[config.mk]
export PLATFORM = sky130hd
export DESIGN_NAME = packed_list_entry_parser_top_flat
export DESIGN_NICKNAME = d
export VERILOG_FILES = /design/src/design/plep_pkg.sv /design/src/design/plep_if.sv /design/src/design/plep_core.sv /design/src/design/plep_out_buf.sv /design/src/design/packed_list_entry_parser_top.sv /design/src/flat_wrapper.sv
export VERILOG_INCLUDE_DIRS = /design/src /design/src/design
export SDC_FILE = /design/constraint.sdc
export NUM_CORES = 1
export LEC_CHECK = 0
export ABC_AREA = 1
export BUFFER_PORTS_ARGS = -buffer_cell sky130_fd_sc_hd__buf_4
export CAP_MARGIN = 5
export CORE_MARGIN = 2
export CORE_UTILIZATION = 45
export DETAILED_ROUTE_END_ITERATION = 10
export PLACE_DENSITY = 0.6
export SYNTH_ARGS = -nofsm -noshare
export SYNTH_HDL_FRONTEND = slang
export SYNTH_HIERARCHICAL = 1
export SYNTH_SLANG_ARGS = --single-unit
export TNS_END_PERCENT = 1
[constraint.sdc]
create_clock -name clk -period 18.2 [get_ports clk]
set_input_delay 3.64 -clock clk [delete_from_list [all_inputs] [get_ports clk]]
set_output_delay 3.64 -clock clk [all_outputs]
set_load 0.01 [all_outputs]
[src/design/packed_list_entry_parser_top_macros.svh]
// Assertion macros shared by the packed list entry parser modules.
`ifndef PACKED_LIST_ENTRY_PARSER_TOP_MACROS_SVH
`define PACKED_LIST_ENTRY_PARSER_TOP_MACROS_SVH

// Checks that the consequent holds in the same cycle as the antecedent.
`define PLEP_ASSERT_SAME(label, clk, rst_n, ante, cons, msg) \
	label: assert property (@(posedge clk) disable iff (!rst_n) (ante) |-> (cons)) \
		else $error(msg);

// Checks that the consequent holds in the cycle after the antecedent.
`define PLEP_ASSERT_NEXT(label, clk, rst_n, ante, cons, msg) \
	label: assert property (@(posedge clk) disable iff (!rst_n) (ante) |=> (cons)) \
		else $error(msg);

`endif

[src/design/plep_pkg.sv]
// Types, codes and helper functions of the packed list entry parser.
`timescale 1ns / 1ps
`default_nettype none

package plep_pkg;

	typedef enum logic [2:0] {
		PH_LEAD = 3'd0,
		PH_INT  = 3'd1,
		PH_LEN  = 3'd2,
		PH_DATA = 3'd3,
		PH_BACK = 3'd4
	} phase_t;

	typedef enum logic [3:0] {
		SEL_INT7  = 4'd0,
		SEL_INT13 = 4'd1,
		SEL_INT16 = 4'd2,
		SEL_INT24 = 4'd3,
		SEL_INT32 = 4'd4,
		SEL_INT64 = 4'd5,
		SEL_STR6  = 4'd6,
		SEL_STR12 = 4'd7,
		SEL_STR32 = 4'd8
	} enc_sel_t;

	typedef enum logic [1:0] {
		KIND_INT       = 2'd0,
		KIND_STR_BYTE  = 2'd1,
		KIND_STR_EMPTY = 2'd2,
		KIND_INVALID   = 2'd3
	} kind_t;

	localparam logic [7:0] LEAD_STR32 = 8'hF0;
	localparam logic [7:0] LEAD_INT16 = 8'hF1;
	localparam logic [7:0] LEAD_INT24 = 8'hF2;
	localparam logic [7:0] LEAD_INT32 = 8'hF3;
	localparam logic [7:0] LEAD_INT64 = 8'hF4;

	typedef struct packed {
		kind_t              kind;
		logic signed [63:0] int_value;
		logic [7:0]         data_byte;
		logic [31:0]        text_length;
		logic               last;
	} result_t;

	// Number of back-length bytes: one per 7-bit group of the entry size.
	function automatic logic [2:0] backlen_count(input logic [32:0] size);
		logic [2:0] n;
		if (size[32:28] != '0) begin
			n = 3'd5;
		end else if (size[27:21] != '0) begin
			n = 3'd4;
		end else if (size[20:14] != '0) begin
			n = 3'd3;
		end else if (size[13:7] != '0) begin
			n = 3'd2;
		end else begin
			n = 3'd1;
		end
		return n;
	endfunction

	function automatic logic [63:0] sign_extend(input logic [63:0] v, input enc_sel_t sel);
		logic [63:0] r;
		case (sel)
			SEL_INT7:  r = {{57{v[6]}}, v[6:0]};
			SEL_INT13: r = {{51{v[12]}}, v[12:0]};
			SEL_INT16: r = {{48{v[15]}}, v[15:0]};
			SEL_INT24: r = {{40{v[23]}}, v[23:0]};
			SEL_INT32: r = {{32{v[31]}}, v[31:0]};
			default:   r = v;
		endcase
		return r;
	endfunction

	function automatic logic [32:0] int_record_bytes(input enc_sel_t sel);
		logic [32:0] r;
		case (sel)
			SEL_INT7:  r = 33'd1;
			SEL_INT13: r = 33'd2;
			SEL_INT16: r = 33'd3;
			SEL_INT24: r = 33'd4;
			SEL_INT32: r = 33'd5;
			default:   r = 33'd9;
		endcase
		return r;
	endfunction

endpackage

`default_nettype wire

[src/design/plep_if.sv]
// Handshake interfaces for the byte input and the decoded result output.
`timescale 1ns / 1ps
`default_nettype none

interface plep_in_if;
	logic       valid;
	logic       ready;
	logic [7:0] in_byte;

	modport source(output valid, output in_byte, input ready);
	modport sink(input valid, input in_byte, output ready);
endinterface

interface plep_out_if;
	logic               valid;
	logic               ready;
	logic [1:0]         result_kind;
	logic signed [63:0] int_value;
	logic [7:0]         data_byte;
	logic [31:0]        text_length;
	logic               last;

	modport source(output valid, output result_kind, output int_value, output data_byte,
		output text_length, output last, input ready);
	modport sink(input valid, input result_kind, input int_value, input data_byte,
		input text_length, input last, output ready);
endinterface

`default_nettype wire

[src/design/plep_core.sv]
// Input register and per-byte entry decoding state machine.
`timescale 1ns / 1ps
`default_nettype none
`include "packed_list_entry_parser_top_macros.svh"

module plep_core (
	input  wire                 clk,
	input  wire                 arst_n,
	plep_in_if.sink             entry_area,
	input  wire                 full,
	output logic                res_valid,
	output plep_pkg::result_t   res
);

	logic                 valid_s1;
	logic [7:0]           byte_s1;
	logic                 advance;

	plep_pkg::phase_t     phase_q, phase_n;
	plep_pkg::enc_sel_t   sel_q, sel_n;
	logic [31:0]          bytes_left_q, bytes_left_n;
	logic [63:0]          accum_q, accum_n;
	logic [3:0]           shift_q, shift_n;
	logic [31:0]          str_len_q, str_len_n;
	logic [32:0]          entry_q, entry_n;
	logic [2:0]           backlen_q, backlen_n;

	assign advance = valid_s1 && !full;
	assign entry_area.ready = !valid_s1 || !full;

	always_ff @(posedge clk or negedge arst_n) begin
		if (!arst_n) begin
			valid_s1 <= 1'b0;
		end else if (entry_area.ready) begin
			valid_s1 <= entry_area.valid;
		end
	end

	always_ff @(posedge clk) begin
		if (entry_area.valid && entry_area.ready) begin
			byte_s1 <= entry_area.in_byte;
		end
	end

	always_comb begin
		logic        str_go;
		logic [31:0] str_len_v;
		logic [32:0] str_header;
		logic        back_go;
		logic [32:0] back_size;
		logic [31:0] left_dec;

		phase_n      = phase_q;
		sel_n        = sel_q;
		bytes_left_n = bytes_left_q;
		accum_n      = accum_q;
		shift_n      = shift_q;
		str_len_n    = str_len_q;
		entry_n      = entry_q;
		backlen_n    = backlen_q;
		res_valid    = 1'b0;
		res          = '0;
		str_go       = 1'b0;
		str_len_v    = str_len_q;
		str_header   = '0;
		back_go      = 1'b0;
		back_size    = '0;
		left_dec     = (bytes_left_q != '0) ? bytes_left_q - 32'd1 : '0;

		if (advance) begin
			case (phase_q)
				plep_pkg::PH_INT: begin
					if (sel_q == plep_pkg::SEL_INT13) begin
						accum_n[7:0] = accum_q[7:0] | byte_s1;
					end else begin
						accum_n[{shift_q[2:0], 3'b000} +: 8] =
							accum_q[{shift_q[2:0], 3'b000} +: 8] | byte_s1;
						shift_n = shift_q + 4'd1;
					end
					bytes_left_n = left_dec;
					if (left_dec == '0) begin
						res_valid     = 1'b1;
						res.kind      = plep_pkg::KIND_INT;
						res.int_value = plep_pkg::sign_extend(accum_n, sel_q);
						res.last      = 1'b1;
						back_go       = 1'b1;
						back_size     = plep_pkg::int_record_bytes(sel_q);
					end
				end
				plep_pkg::PH_LEN: begin
					if (sel_q == plep_pkg::SEL_STR12) begin
						str_len_v[7:0] = str_len_q[7:0] | byte_s1;
						bytes_left_n   = '0;
						str_go         = 1'b1;
						str_header     = 33'd2;
					end else begin
						str_len_v[{shift_q[1:0], 3'b000} +: 8] =
							str_len_q[{shift_q[1:0], 3'b000} +: 8] | byte_s1;
						shift_n      = shift_q + 4'd1;
						bytes_left_n = left_dec;
						str_go       = (left_dec == '0);
						str_header   = 33'd5;
					end
					str_len_n = str_len_v;
				end
				plep_pkg::PH_DATA: begin
					bytes_left_n    = left_dec;
					res_valid       = 1'b1;
					res.kind        = plep_pkg::KIND_STR_BYTE;
					res.data_byte   = byte_s1;
					res.text_length = str_len_q;
					res.last        = (bytes_left_q <= 32'd1);
					if (bytes_left_q <= 32'd1) begin
						back_go   = 1'b1;
						back_size = entry_q;
					end
				end
				plep_pkg::PH_BACK: begin
					backlen_n = (backlen_q != '0) ? backlen_q - 3'd1 : '0;
					if (backlen_n == '0) begin
						phase_n = plep_pkg::PH_LEAD;
					end
				end
				default: begin
					phase_n = plep_pkg::PH_LEAD;
					accum_n = '0;
					shift_n = '0;
					if (!byte_s1[7]) begin
						sel_n         = plep_pkg::SEL_INT7;
						res_valid     = 1'b1;
						res.kind      = plep_pkg::KIND_INT;
						res.int_value = {56'd0, byte_s1};
						res.last      = 1'b1;
						back_go       = 1'b1;
						back_size     = 33'd1;
					end else if (byte_s1[7:5] == 3'b110) begin
						sel_n        = plep_pkg::SEL_INT13;
						accum_n      = {51'd0, byte_s1[4:0], 8'd0};
						bytes_left_n = 32'd1;
						phase_n      = plep_pkg::PH_INT;
					end else if (byte_s1 == plep_pkg::LEAD_INT16) begin
						sel_n        = plep_pkg::SEL_INT16;
						bytes_left_n = 32'd2;
						phase_n      = plep_pkg::PH_INT;
					end else if (byte_s1 == plep_pkg::LEAD_INT24) begin
						sel_n        = plep_pkg::SEL_INT24;
						bytes_left_n = 32'd3;
						phase_n      = plep_pkg::PH_INT;
					end else if (byte_s1 == plep_pkg::LEAD_INT32) begin
						sel_n        = plep_pkg::SEL_INT32;
						bytes_left_n = 32'd4;
						phase_n      = plep_pkg::PH_INT;
					end else if (byte_s1 == plep_pkg::LEAD_INT64) begin
						sel_n        = plep_pkg::SEL_INT64;
						bytes_left_n = 32'd8;
						phase_n      = plep_pkg::PH_INT;
					end else if (byte_s1[7:6] == 2'b10) begin
						sel_n      = plep_pkg::SEL_STR6;
						str_len_v  = {26'd0, byte_s1[5:0]};
						str_len_n  = str_len_v;
						str_go     = 1'b1;
						str_header = 33'd1;
					end else if (byte_s1[7:4] == 4'b1110) begin
						sel_n        = plep_pkg::SEL_STR12;
						str_len_n    = {20'd0, byte_s1[3:0], 8'd0};
						bytes_left_n = 32'd1;
						phase_n      = plep_pkg::PH_LEN;
					end else if (byte_s1 == plep_pkg::LEAD_STR32) begin
						sel_n        = plep_pkg::SEL_STR32;
						str_len_n    = '0;
						bytes_left_n = 32'd4;
						phase_n      = plep_pkg::PH_LEN;
					end else begin
						res_valid = 1'b1;
						res.kind  = plep_pkg::KIND_INVALID;
						res.last  = 1'b1;
					end
				end
			endcase

			// The string length is known: either an empty marker or the payload follows.
			if (str_go) begin
				if (str_len_v == '0) begin
					res_valid = 1'b1;
					res.kind  = plep_pkg::KIND_STR_EMPTY;
					res.last  = 1'b1;
					back_go   = 1'b1;
					back_size = str_header;
				end else begin
					entry_n      = {1'b0, str_len_v} + str_header;
					bytes_left_n = str_len_v;
					phase_n      = plep_pkg::PH_DATA;
				end
			end

			if (back_go) begin
				entry_n   = back_size;
				backlen_n = plep_pkg::backlen_count(back_size);
				phase_n   = plep_pkg::PH_BACK;
			end
		end
	end

	always_ff @(posedge clk or negedge arst_n) begin
		if (!arst_n) begin
			phase_q      <= plep_pkg::PH_LEAD;
			sel_q        <= plep_pkg::SEL_INT7;
			bytes_left_q <= '0;
			accum_q      <= '0;
			shift_q      <= '0;
			str_len_q    <= '0;
			entry_q      <= '0;
			backlen_q    <= '0;
		end else begin
			phase_q      <= phase_n;
			sel_q        <= sel_n;
			bytes_left_q <= bytes_left_n;
			accum_q      <= accum_n;
			shift_q      <= shift_n;
			str_len_q    <= str_len_n;
			entry_q      <= entry_n;
			backlen_q    <= backlen_n;
		end
	end

	`PLEP_ASSERT_SAME(a_back_nonzero, clk, arst_n, phase_q == plep_pkg::PH_BACK, backlen_q != 3'd0, "Back-length phase with no bytes left to skip.")
	`PLEP_ASSERT_SAME(a_single_last, clk, arst_n, res_valid && res.kind != plep_pkg::KIND_STR_BYTE, res.last, "Single-result entry not marked as last.")
	`PLEP_ASSERT_SAME(a_no_push_full, clk, arst_n, full, !res_valid, "Result produced while the output buffer is full.")

endmodule

`default_nettype wire

[src/design/plep_out_buf.sv]
// Two-entry output buffer that decouples the decoder from a stalling receiver.
`timescale 1ns / 1ps
`default_nettype none
`include "packed_list_entry_parser_top_macros.svh"

module plep_out_buf (
	input  wire                 clk,
	input  wire                 arst_n,
	input  wire                 push,
	input  wire plep_pkg::result_t push_data,
	output logic                full,
	plep_out_if.source          decoded
);

	logic [1:0]        count_q;
	plep_pkg::result_t head_q;
	plep_pkg::result_t tail_q;
	logic              pop;

	assign pop  = decoded.valid && decoded.ready;
	assign full = (count_q == 2'd2);

	always_ff @(posedge clk or negedge arst_n) begin
		if (!arst_n) begin
			count_q <= '0;
		end else begin
			if (push && !pop) begin
				count_q <= count_q + 2'd1;
			end else if (pop && !push) begin
				count_q <= count_q - 2'd1;
			end
		end
	end

	always_ff @(posedge clk) begin
		if (push && !pop) begin
			if (count_q == 2'd0) begin
				head_q <= push_data;
			end else begin
				tail_q <= push_data;
			end
		end else if (pop && !push) begin
			head_q <= tail_q;
		end else if (pop && push) begin
			if (count_q == 2'd1) begin
				head_q <= push_data;
			end else begin
				head_q <= tail_q;
				tail_q <= push_data;
			end
		end
	end

	assign decoded.valid       = (count_q != 2'd0);
	assign decoded.result_kind = head_q.kind;
	assign decoded.int_value   = head_q.int_value;
	assign decoded.data_byte   = head_q.data_byte;
	assign decoded.text_length = head_q.text_length;
	assign decoded.last        = head_q.last;

	`PLEP_ASSERT_SAME(a_count_range, clk, arst_n, 1'b1, count_q != 2'd3, "Output buffer count out of range.")
	`PLEP_ASSERT_NEXT(a_full_holds, clk, arst_n, full && !decoded.ready, full, "Full buffer lost a request while stalled.")

endmodule

`default_nettype wire

[src/design/packed_list_entry_parser_top.sv]
// Packed list entry parser: the byte input register, the decoder and the output buffer.
// The entry_area channel takes the entry area one byte per request, in forward order,
// beginning with the lead byte of an entry. The decoded channel returns at most one
// request per byte: a whole sign-extended integer, one string payload byte with the
// string length, an empty-string marker, or an invalid-lead marker; last marks the
// final request of each entry. Length bytes and trailing back-length bytes give none.
// A byte is registered at acceptance and decoded from that input register, while the
// output buffer is not full, into a two-entry output buffer from which results are taken.
// One byte is accepted every cycle unless the buffer is full and the input register holds a byte.
// When the receiver stalls, the buffer fills and input ready drops only once both
// buffer entries and the input register hold work; ready does not depend
// combinationally on the receiver's ready. Reset is asynchronous and active low:
// it empties the input register and the buffer and leaves the decoder waiting for
// a lead byte.
`timescale 1ns / 1ps
`default_nettype none

module packed_list_entry_parser_top (
	input  wire         clk,
	input  wire         arst_n,
	plep_in_if.sink     entry_area,
	plep_out_if.source  decoded
);

	logic              res_valid;
	plep_pkg::result_t res;
	logic              full;

	plep_core u_core (
		.clk        (clk),
		.arst_n     (arst_n),
		.entry_area (entry_area),
		.full       (full),
		.res_valid  (res_valid),
		.res        (res)
	);

	plep_out_buf u_out_buf (
		.clk       (clk),
		.arst_n    (arst_n),
		.push      (res_valid),
		.push_data (res),
		.full      (full),
		.decoded   (decoded)
	);

endmodule

`default_nettype wire
[src/flat_wrapper.sv]
// flat-port wrapper written by rule: the top's interface ports become plain ports
module packed_list_entry_parser_top_flat 
  (clk, arst_n, entry_area_valid, entry_area_in_byte, entry_area_ready, decoded_valid, decoded_result_kind, decoded_int_value, decoded_data_byte, decoded_text_length, decoded_last, decoded_ready);
  plep_in_if entry_area_i ();
  plep_out_if decoded_i ();
  input  wire clk;
  input  wire arst_n;
  input wire logic [$bits(entry_area_i.valid)-1:0] entry_area_valid;
  input wire logic [$bits(entry_area_i.in_byte)-1:0] entry_area_in_byte;
  output wire logic [$bits(entry_area_i.ready)-1:0] entry_area_ready;
  output wire logic [$bits(decoded_i.valid)-1:0] decoded_valid;
  output wire logic [$bits(decoded_i.result_kind)-1:0] decoded_result_kind;
  output wire logic [$bits(decoded_i.int_value)-1:0] decoded_int_value;
  output wire logic [$bits(decoded_i.data_byte)-1:0] decoded_data_byte;
  output wire logic [$bits(decoded_i.text_length)-1:0] decoded_text_length;
  output wire logic [$bits(decoded_i.last)-1:0] decoded_last;
  input wire logic [$bits(decoded_i.ready)-1:0] decoded_ready;
  assign entry_area_i.valid = entry_area_valid;
  assign entry_area_i.in_byte = entry_area_in_byte;
  assign entry_area_ready = entry_area_i.ready;
  assign decoded_valid = decoded_i.valid;
  assign decoded_result_kind = decoded_i.result_kind;
  assign decoded_int_value = decoded_i.int_value;
  assign decoded_data_byte = decoded_i.data_byte;
  assign decoded_text_length = decoded_i.text_length;
  assign decoded_last = decoded_i.last;
  assign decoded_i.ready = decoded_ready;
  packed_list_entry_parser_top u_core (.clk(clk), .arst_n(arst_n), .entry_area(entry_area_i), .decoded(decoded_i));
endmodule
==> reports/metrics.yaml, run 1 <==
status:
  status: "complete, no violations"
power:
  p_leak_nw: 10.7
  power_density_nw_per_um2: 176
  power_mw: 4.55
  ir_drop_v: 0.0000901
setup_path:
  worstSetupStartpointType: "flip-flop"
  critical-path-top-delay-family: "simple AND/OR/NAND/NOR gates"
  worst-path-buf-inv: 6
  required_ns: 18.65
  critPathArrivalTime_ns: 7.14
  end_kind: "flip-flop"
  slowest_stage: "nand2_4"
  max_stage_delay_ns: 1.06
  critical_path_class: "reg2reg"
  crit_fanout: 107
  worst_path_most_repeated_cell: "nand2_1"
  crit_chain: "inv_2 > buf_4 > ha_1 > clkinv_1 > nor2_1 > inv_1 > o21ai_0 > nand2_1 > nand2_1 > inv_1 > nand2_1 > nor2_1 > nand3_1 > nor2_4 > nand3_4 > a21oi_1 > inv_2 > nand3_4 > nand2_4 > nand3_1 > nand2_1"
timing:
  hold_ws_ns: 0.511
  hold_viol_final: 0
  finClkSkew_ns: 0.0202
  fin_crit_sh: 0.368
  rsz0062_at_grt: "false"
  tightest_slew_ns: 1.19
  fmax_ghz: 0.149
  drv_slew: 0
  slew_headroom: 0.195
  setup_viol: 0
  fin_tns_setup_ns: 0
  fin_crit_ns: 6.69
clocking:
  numCtsBuffers: 46
  cts_tree: "yes"
  cts.sinks: 392
  cts_root_buffer: "clkbuf_16"
  clock_path_buffers: 3
  clk_latency_ns: 0.60
  h-tree-depth: 2
  clk_transition_reported_paths_ns: 0.06
  cts_resized: 0
  cts_setup_buffers: 0
  cts.hold.buffers_added: 0
grt:
  use_met3: 0.0457
  use_met2: 0.456
  grt_usage: 0.301
  grtUsageMet1: 0.443
  grt_max_degree: 108
  grt_antenna_before_repair: 1
  grt_pass1_vias: 20321
  overflow: 0
  busiest_layer: "met2"
  grt_first_pass_wirelength_um: 124000
place:
  port_buffers: 120
  place_congestion: 1.01
  dp_hpwl_um: 56700
  dpl_cell_area_um2: 24300
hold_path:
  min_path_type: "reg2reg"
final_layout:
  mostFrequentLayoutCells: "705 x nand2_1, 345 x nand3_1, 306 x nor2_1"
  nFillCells: 5033
  design_area_um2: 25800
  multi_input_area_um2: 10500
  n_antenna_cell: 0
  seqCellArea_um2: 10900
  final_nets: 3012
  layout-drive-gt1-share: 0.106
  synthToLayoutAreaGrowth_pct: 11.8
  layout_commonest_cell: "nand2_1"
floorplanning:
  die_area_um2: 53100
  core-area_um2: 51000
  start_util: 0.453
  ios: 121
  die_height_um: 231
  row_count: 83
  die_w_um: 231
logic_synthesis:
  syn-instance-count: 2953
  seq_area_frac_synth: 0.473
  postSynthAreaPerCell_um2: 7.82
  syn_nets: 2982
  ys_ff_latch: 392
  synth.distinct_cells: 59
  yosysWarnings: 6
  syn_area_um2: 23100
job:
  max_cap_viol_count: 0
drt:
  antenna_left: 0
  totalWireLength_um: 80200
  drt_iter0_drc: 2580
  vias_per_cell: 5.89
  drc: 0
  wl_per_cell_um: 21.7
  route.vias.total: 21807
  drtPass1Iterations: 6
-- metrics by stage --
step / util / instances / setup slack [ns]
2_1_floorplan: - / 2953 / 5.82
3_3_place_gp: 0.477 / 3615 / 11.87
3_5_place_dp: 0.477 / 3615 / 11.62
4_1_cts: 0.506 / 3701 / 11.60
5_1_grt: 0.506 / 3701 / 10.90
6_report: 0.506 / 3701 / 11.51
-- final timing paths --
| check | slack (ns) | start | endpoint | cells past startpoint |
|---|---|---|---|---|
| worst min-delay path | 0.51 | u_core/u_core/accum_q[24] | u_core/u_core/accum_q[24] | 2 |
| worst max-delay path | 11.51 | u_core/u_core/shift_q[0] | u_core/u_out_buf/decoded.int_value[43] | 21 |
| min in group asynchronous | 3.05 | arst_n | u_core/u_core/bytes_left_q[26] | 1 |
| max in group asynchronous | 13.05 | arst_n | u_core/u_core/shift_q[0] | 3 |
| worst max register to register | 11.51 | u_core/u_core/shift_q[0] | u_core/u_out_buf/decoded.int_value[43] | 21 |
| worst min register to register | 0.51 | u_core/u_core/accum_q[24] | u_core/u_core/accum_q[24] | 2 |
-- worst register-to-register path, cell delays in order (launching register included) --
cell	delay, ns
dfrtp_2	0.41
inv_2	0.04
buf_4	0.54
ha_1	0.72
clkinv_1	0.51
nor2_1	0.46
inv_1	0.18
o21ai_0	0.22
nand2_1	0.09
nand2_1	0.27
inv_1	0.07
nand2_1	0.06
nor2_1	0.05
nand3_1	0.13
nor2_4	0.08
nand3_4	0.30
a21oi_1	0.28
inv_2	0.20
nand3_4	0.47
nand2_4	1.07
nand3_1	0.26
nand2_1	0.16
-- report_power, final --
group	leakage [nW]	internal [mW]	switching [mW]
Combinational	5.58	0.605	1.52
Clock	0.737	0.546	0.392
Sequential	4.40	1.33	0.160
-- synthesized netlist by cell type, drive strengths merged --
cell type / number / share of area
a2111oi: 2 / 0.00076
o41ai: 1 / 0.00038
xor2: 16 / 0.0061
o2111ai: 2 / 0.00076
o22ai: 51 / 0.014
o21bai: 2 / 0.00065
clkinv: 9 / 0.0015
o221ai: 10 / 0.0038
a21o: 3 / 0.00098
a21oi: 172 / 0.043
o32ai: 1 / 0.00038
nor4b: 1 / 0.00065
clkbuf: 78 / 0.013
a211oi: 3 / 0.00098
edfxtp: 222 / 0.29
or2: 2 / 0.00054
xnor2: 8 / 0.0030
o21ai: 279 / 0.060
dfrtp: 170 / 0.18
a41oi: 4 / 0.0015
and3: 2 / 0.00054
and2: 2 / 0.00054
o211ai: 14 / 0.0050
ha: 17 / 0.0092
a31oi: 24 / 0.0065
inv: 229 / 0.037
nor2: 323 / 0.055
nand4: 52 / 0.014
a221oi: 1 / 0.00038
o31ai: 6 / 0.0025
nand3: 352 / 0.078
nor4: 10 / 0.0040
buf: 89 / 0.023
a22oi: 14 / 0.0046
nand3b: 5 / 0.0016
o21a: 8 / 0.0026
a21boi: 4 / 0.0013
nand2: 721 / 0.12
nor3: 44 / 0.0095
-- cell type report --
type                            count  area share
Inverter                          238      0.0347
Clock inverter                     26      0.0101
Tap cell                          680      0.0329
Multi-Input combinational cell   2156       0.407
Timing Repair Buffer              149      0.0435
Clock buffer                       60      0.0486
Sequential cell                   392       0.423
-- cells by family after synthesis --
logic type,Yosys count,share of synthesized area
simple gates,1514,0.285
flops,392,0.473
fa+ha+maj,17,0.00921
xor+xnor,24,0.00910
compound gates,601,0.150
buf+inv,405,0.0741
-- registers in the layout (all words and copies together) (netlist names) --
name	count
u_core/u_core/shift_q	3
u_core/u_out_buf/decoded.int_value	64
u_core/u_core/sel_q	4
u_core/u_core/byte_s1	8
u_core/u_out_buf/decoded.last	1
u_core/u_core/valid_s1	1
u_core/u_out_buf/tail_q	107
u_core/u_core/entry_q	26
u_core/u_out_buf/decoded.text_length	32
u_core/u_core/bytes_left_q	32
u_core/u_core/accum_q	64
u_core/u_out_buf/decoded.data_byte	8
u_core/u_core/phase_q	3
u_core/u_out_buf/decoded.result_kind	2
u_core/u_out_buf/count_q	2
u_core/u_core/str_len_q	32
u_core/u_core/backlen_q	3
-- routing by layer --
metal / part of all wire / up-vias
li1: - / 10171
met1: 0.45 / 10500
met2: 0.44 / 1002
met3: 0.081 / 132
met4: 0.029 / 2
met5: 0.00019 / -
No activity file was read; power rests on OpenSTA's default activity.
==> run 2, diff against run 1 <==
- clock period: 18.2 -> 6.2 ns (I/O delays scaled with it)
==> run 2 against run 1 <==
- setup slack got worse by 11 ns
- critical path depth is 2 higher
- flip-flop and latch count is the same
- via count is essentially flat
- final cell count is essentially flat
- clock power grew to 2.8 times the previous value
- largest power group unchanged
==> reports/metrics.yaml, run 2 (synthesized netlist as in run 1, its figures left out) <==
grt:
  grt_first_pass_wirelength_um: 123000
  grt_pass1_vias: 20548
  overflow: 0
  grt_usage: 0.299
  grt_max_degree: 117
  grt_antenna_before_repair: 0
setup_path:
  required_ns: 6.53
  critical_path_class: "reg2reg"
  r2r_cells: 23
  worst-path-buf-inv: 4
  cp-startpoint: "u_core/u_core/bytes_left_q[0]"
  worstSetupStartpointType: "flip-flop"
  crit_chain: "inv_1 > ha_1 > nand2_2 > nor2_4 > nand2_4 > clkinv_2 > nand2_2 > nand3_1 > nand2_1 > nor2_1 > nand2_1 > nor2_1 > and2_1 > nand2_2 > nand3_1 > nand2_1 > a21oi_2 > inv_2 > nand3_4 > nand2_4 > buf_12 > nand3_1 > nand2_1"
  critical-path-top-delay-family: "simple AND/OR/NAND/NOR gates"
  reg2reg_to: "u_core/u_out_buf/decoded.int_value[38]"
  worstReg2RegStart: "u_core/u_core/bytes_left_q[0]"
  end_kind: "flip-flop"
  crit_fanout: 57
  slowest_stage: "dfrtp_1"
  max_stage_delay_ns: 0.47
  r2r_slack_ns: 0.74
  worst_path_most_repeated_cell: "nand2_1"
  critPathArrivalTime_ns: 5.79
floorplanning:
  start_util: 0.453
  die_w_um: 231
  core-area_um2: 51000
  die_height_um: 231
  ios: 121
  die_area_um2: 53100
  row_count: 83
final_layout:
  regMostFlops: "u_core/u_out_buf/tail_q"
  layout_commonest_cell: "nand2_1"
  largest_reg_flops: 107
  n_antenna_cell: 0
  final_nets: 3019
  seqCellArea_um2: 10900
  mostFrequentLayoutCells: "705 x nand2_1, 345 x nand3_1, 306 x nor2_1"
  layout-drive-gt1-share: 0.106
  nFillCells: 4923
  multi_input_area_um2: 10500
  synthToLayoutAreaGrowth_pct: 12.1
power:
  power_mw: 13.3
  ir_drop_v: 0.000347
  p_leak_nw: 10.7
  power_density_nw_per_um2: 515
timing:
  fin_crit_sh: 0.880
  drv_slew: 0
  rsz0062_at_grt: "false"
  finClkSkew_ns: 0.0186
  fin_tns_setup_ns: 0
  slew_headroom: 0.173
  fmax_ghz: 0.183
  hold_viol_final: 0
  setup_viol: 0
  fin_crit_ns: 5.46
  tightest_slew_ns: 1.24
place:
  port_buffers: 120
  dp_hpwl_um: 56700
  place_congestion: 0.985
drt:
  drc: 0
  route.vias.total: 21791
  wl_per_cell_um: 21.8
  drt_iter0_drc: 2372
  totalWireLength_um: 80600
  drtPass1Iterations: 6
  vias_per_cell: 5.89
  antenna_left: 0
clocking:
  clk_latency_ns: 0.59
  cts_setup_buffers: 0
  cts.hold.buffers_added: 0
  cts_root_buffer: "clkbuf_16"
  clock_path_buffers: 3
  h-tree-depth: 2
  cts_tree: "yes"
  numCtsBuffers: 46
  cts_resized: 0
  clk_transition_reported_paths_ns: 0.06
  cts.sinks: 392
status:
  status: "complete, no violations"
hold_path:
  hold_depth: 2
  min_to: "u_core/u_core/accum_q[42]"
  min_path_type: "reg2reg"
  hp-start: "u_core/u_core/accum_q[42]"
job:
  max_cap_viol_count: 0
-- run 2: per-layer routing --
metal	wire length, um	vias up	track usage
met5	0	-	0
met4	2990	0	0.108
met3	6310	151	0.0483
met2	35700	979	0.455
met1	35500	10489	0.429
li1	-	10172	-
-- run 2: layout make-up --
class	instances	area share
timing repair buffer	156	0.0486
clock inverter	24	0.00856
tap	680	0.0329
multi-input combinational	2156	0.406
clock buffer	56	0.0468
inverter	238	0.0347
sequential	392	0.422
-- run 2: worst register-to-register path, stage by stage (launching register included) --
cell	delay (ns)
dfrtp_1	0.47
inv_1	0.18
ha_1	0.23
nand2_2	0.11
nor2_4	0.24
nand2_4	0.10
clkinv_2	0.07
nand2_2	0.40
nand3_1	0.43
nand2_1	0.09
nor2_1	0.13
nand2_1	0.09
nor2_1	0.12
and2_1	0.42
nand2_2	0.11
nand3_1	0.10
nand2_1	0.09
a21oi_2	0.42
inv_2	0.16
nand3_4	0.24
nand2_4	0.39
buf_12	0.35
nand3_1	0.20
nand2_1	0.06
-- run 2: how the worst max path moves through the flow --
| stage | to | slack, ns | depth (start not counted) |
|---|---|---|---|
| after global placement | u_core/u_out_buf/decoded.int_value[34] | 1.04 | 23 |
| after floorplan | u_core/u_out_buf/decoded.data_byte[0] | 0.03 | 25 |
| final | u_core/u_out_buf/decoded.int_value[38] | 0.74 | 23 |
| after global routing | u_core/u_out_buf/decoded.int_value[38] | 0.42 | 23 |
| after CTS | u_core/u_out_buf/decoded.int_value[36] | 0.89 | 23 |
| after detailed placement | u_core/u_out_buf/decoded.int_value[36] | 0.91 | 23 |
-- run 2: where the power goes --
group	total, mW	leakage, nW	internal [mW]	switching (mW)
Sequential	4.38	4.40	3.89	0.494
Combinational	6.29	5.64	1.84	4.45
Clock	2.65	0.704	1.52	1.13
-- run 2: per-stage QoR --
stage	utilization	cell area [um^2]	hold WS (ns)	cells	worst slack, ns
final	0.507	25900	0.511	3702	0.744
after global routing	0.507	25900	0.540	3702	0.422
after CTS	0.507	25900	0.512	3701	0.887
after detailed placement	0.479	24400	0.494	3621	0.910
after global placement	0.479	24400	0.483	3621	1.04
after floorplan	-	23100	0.464	2953	0.0291
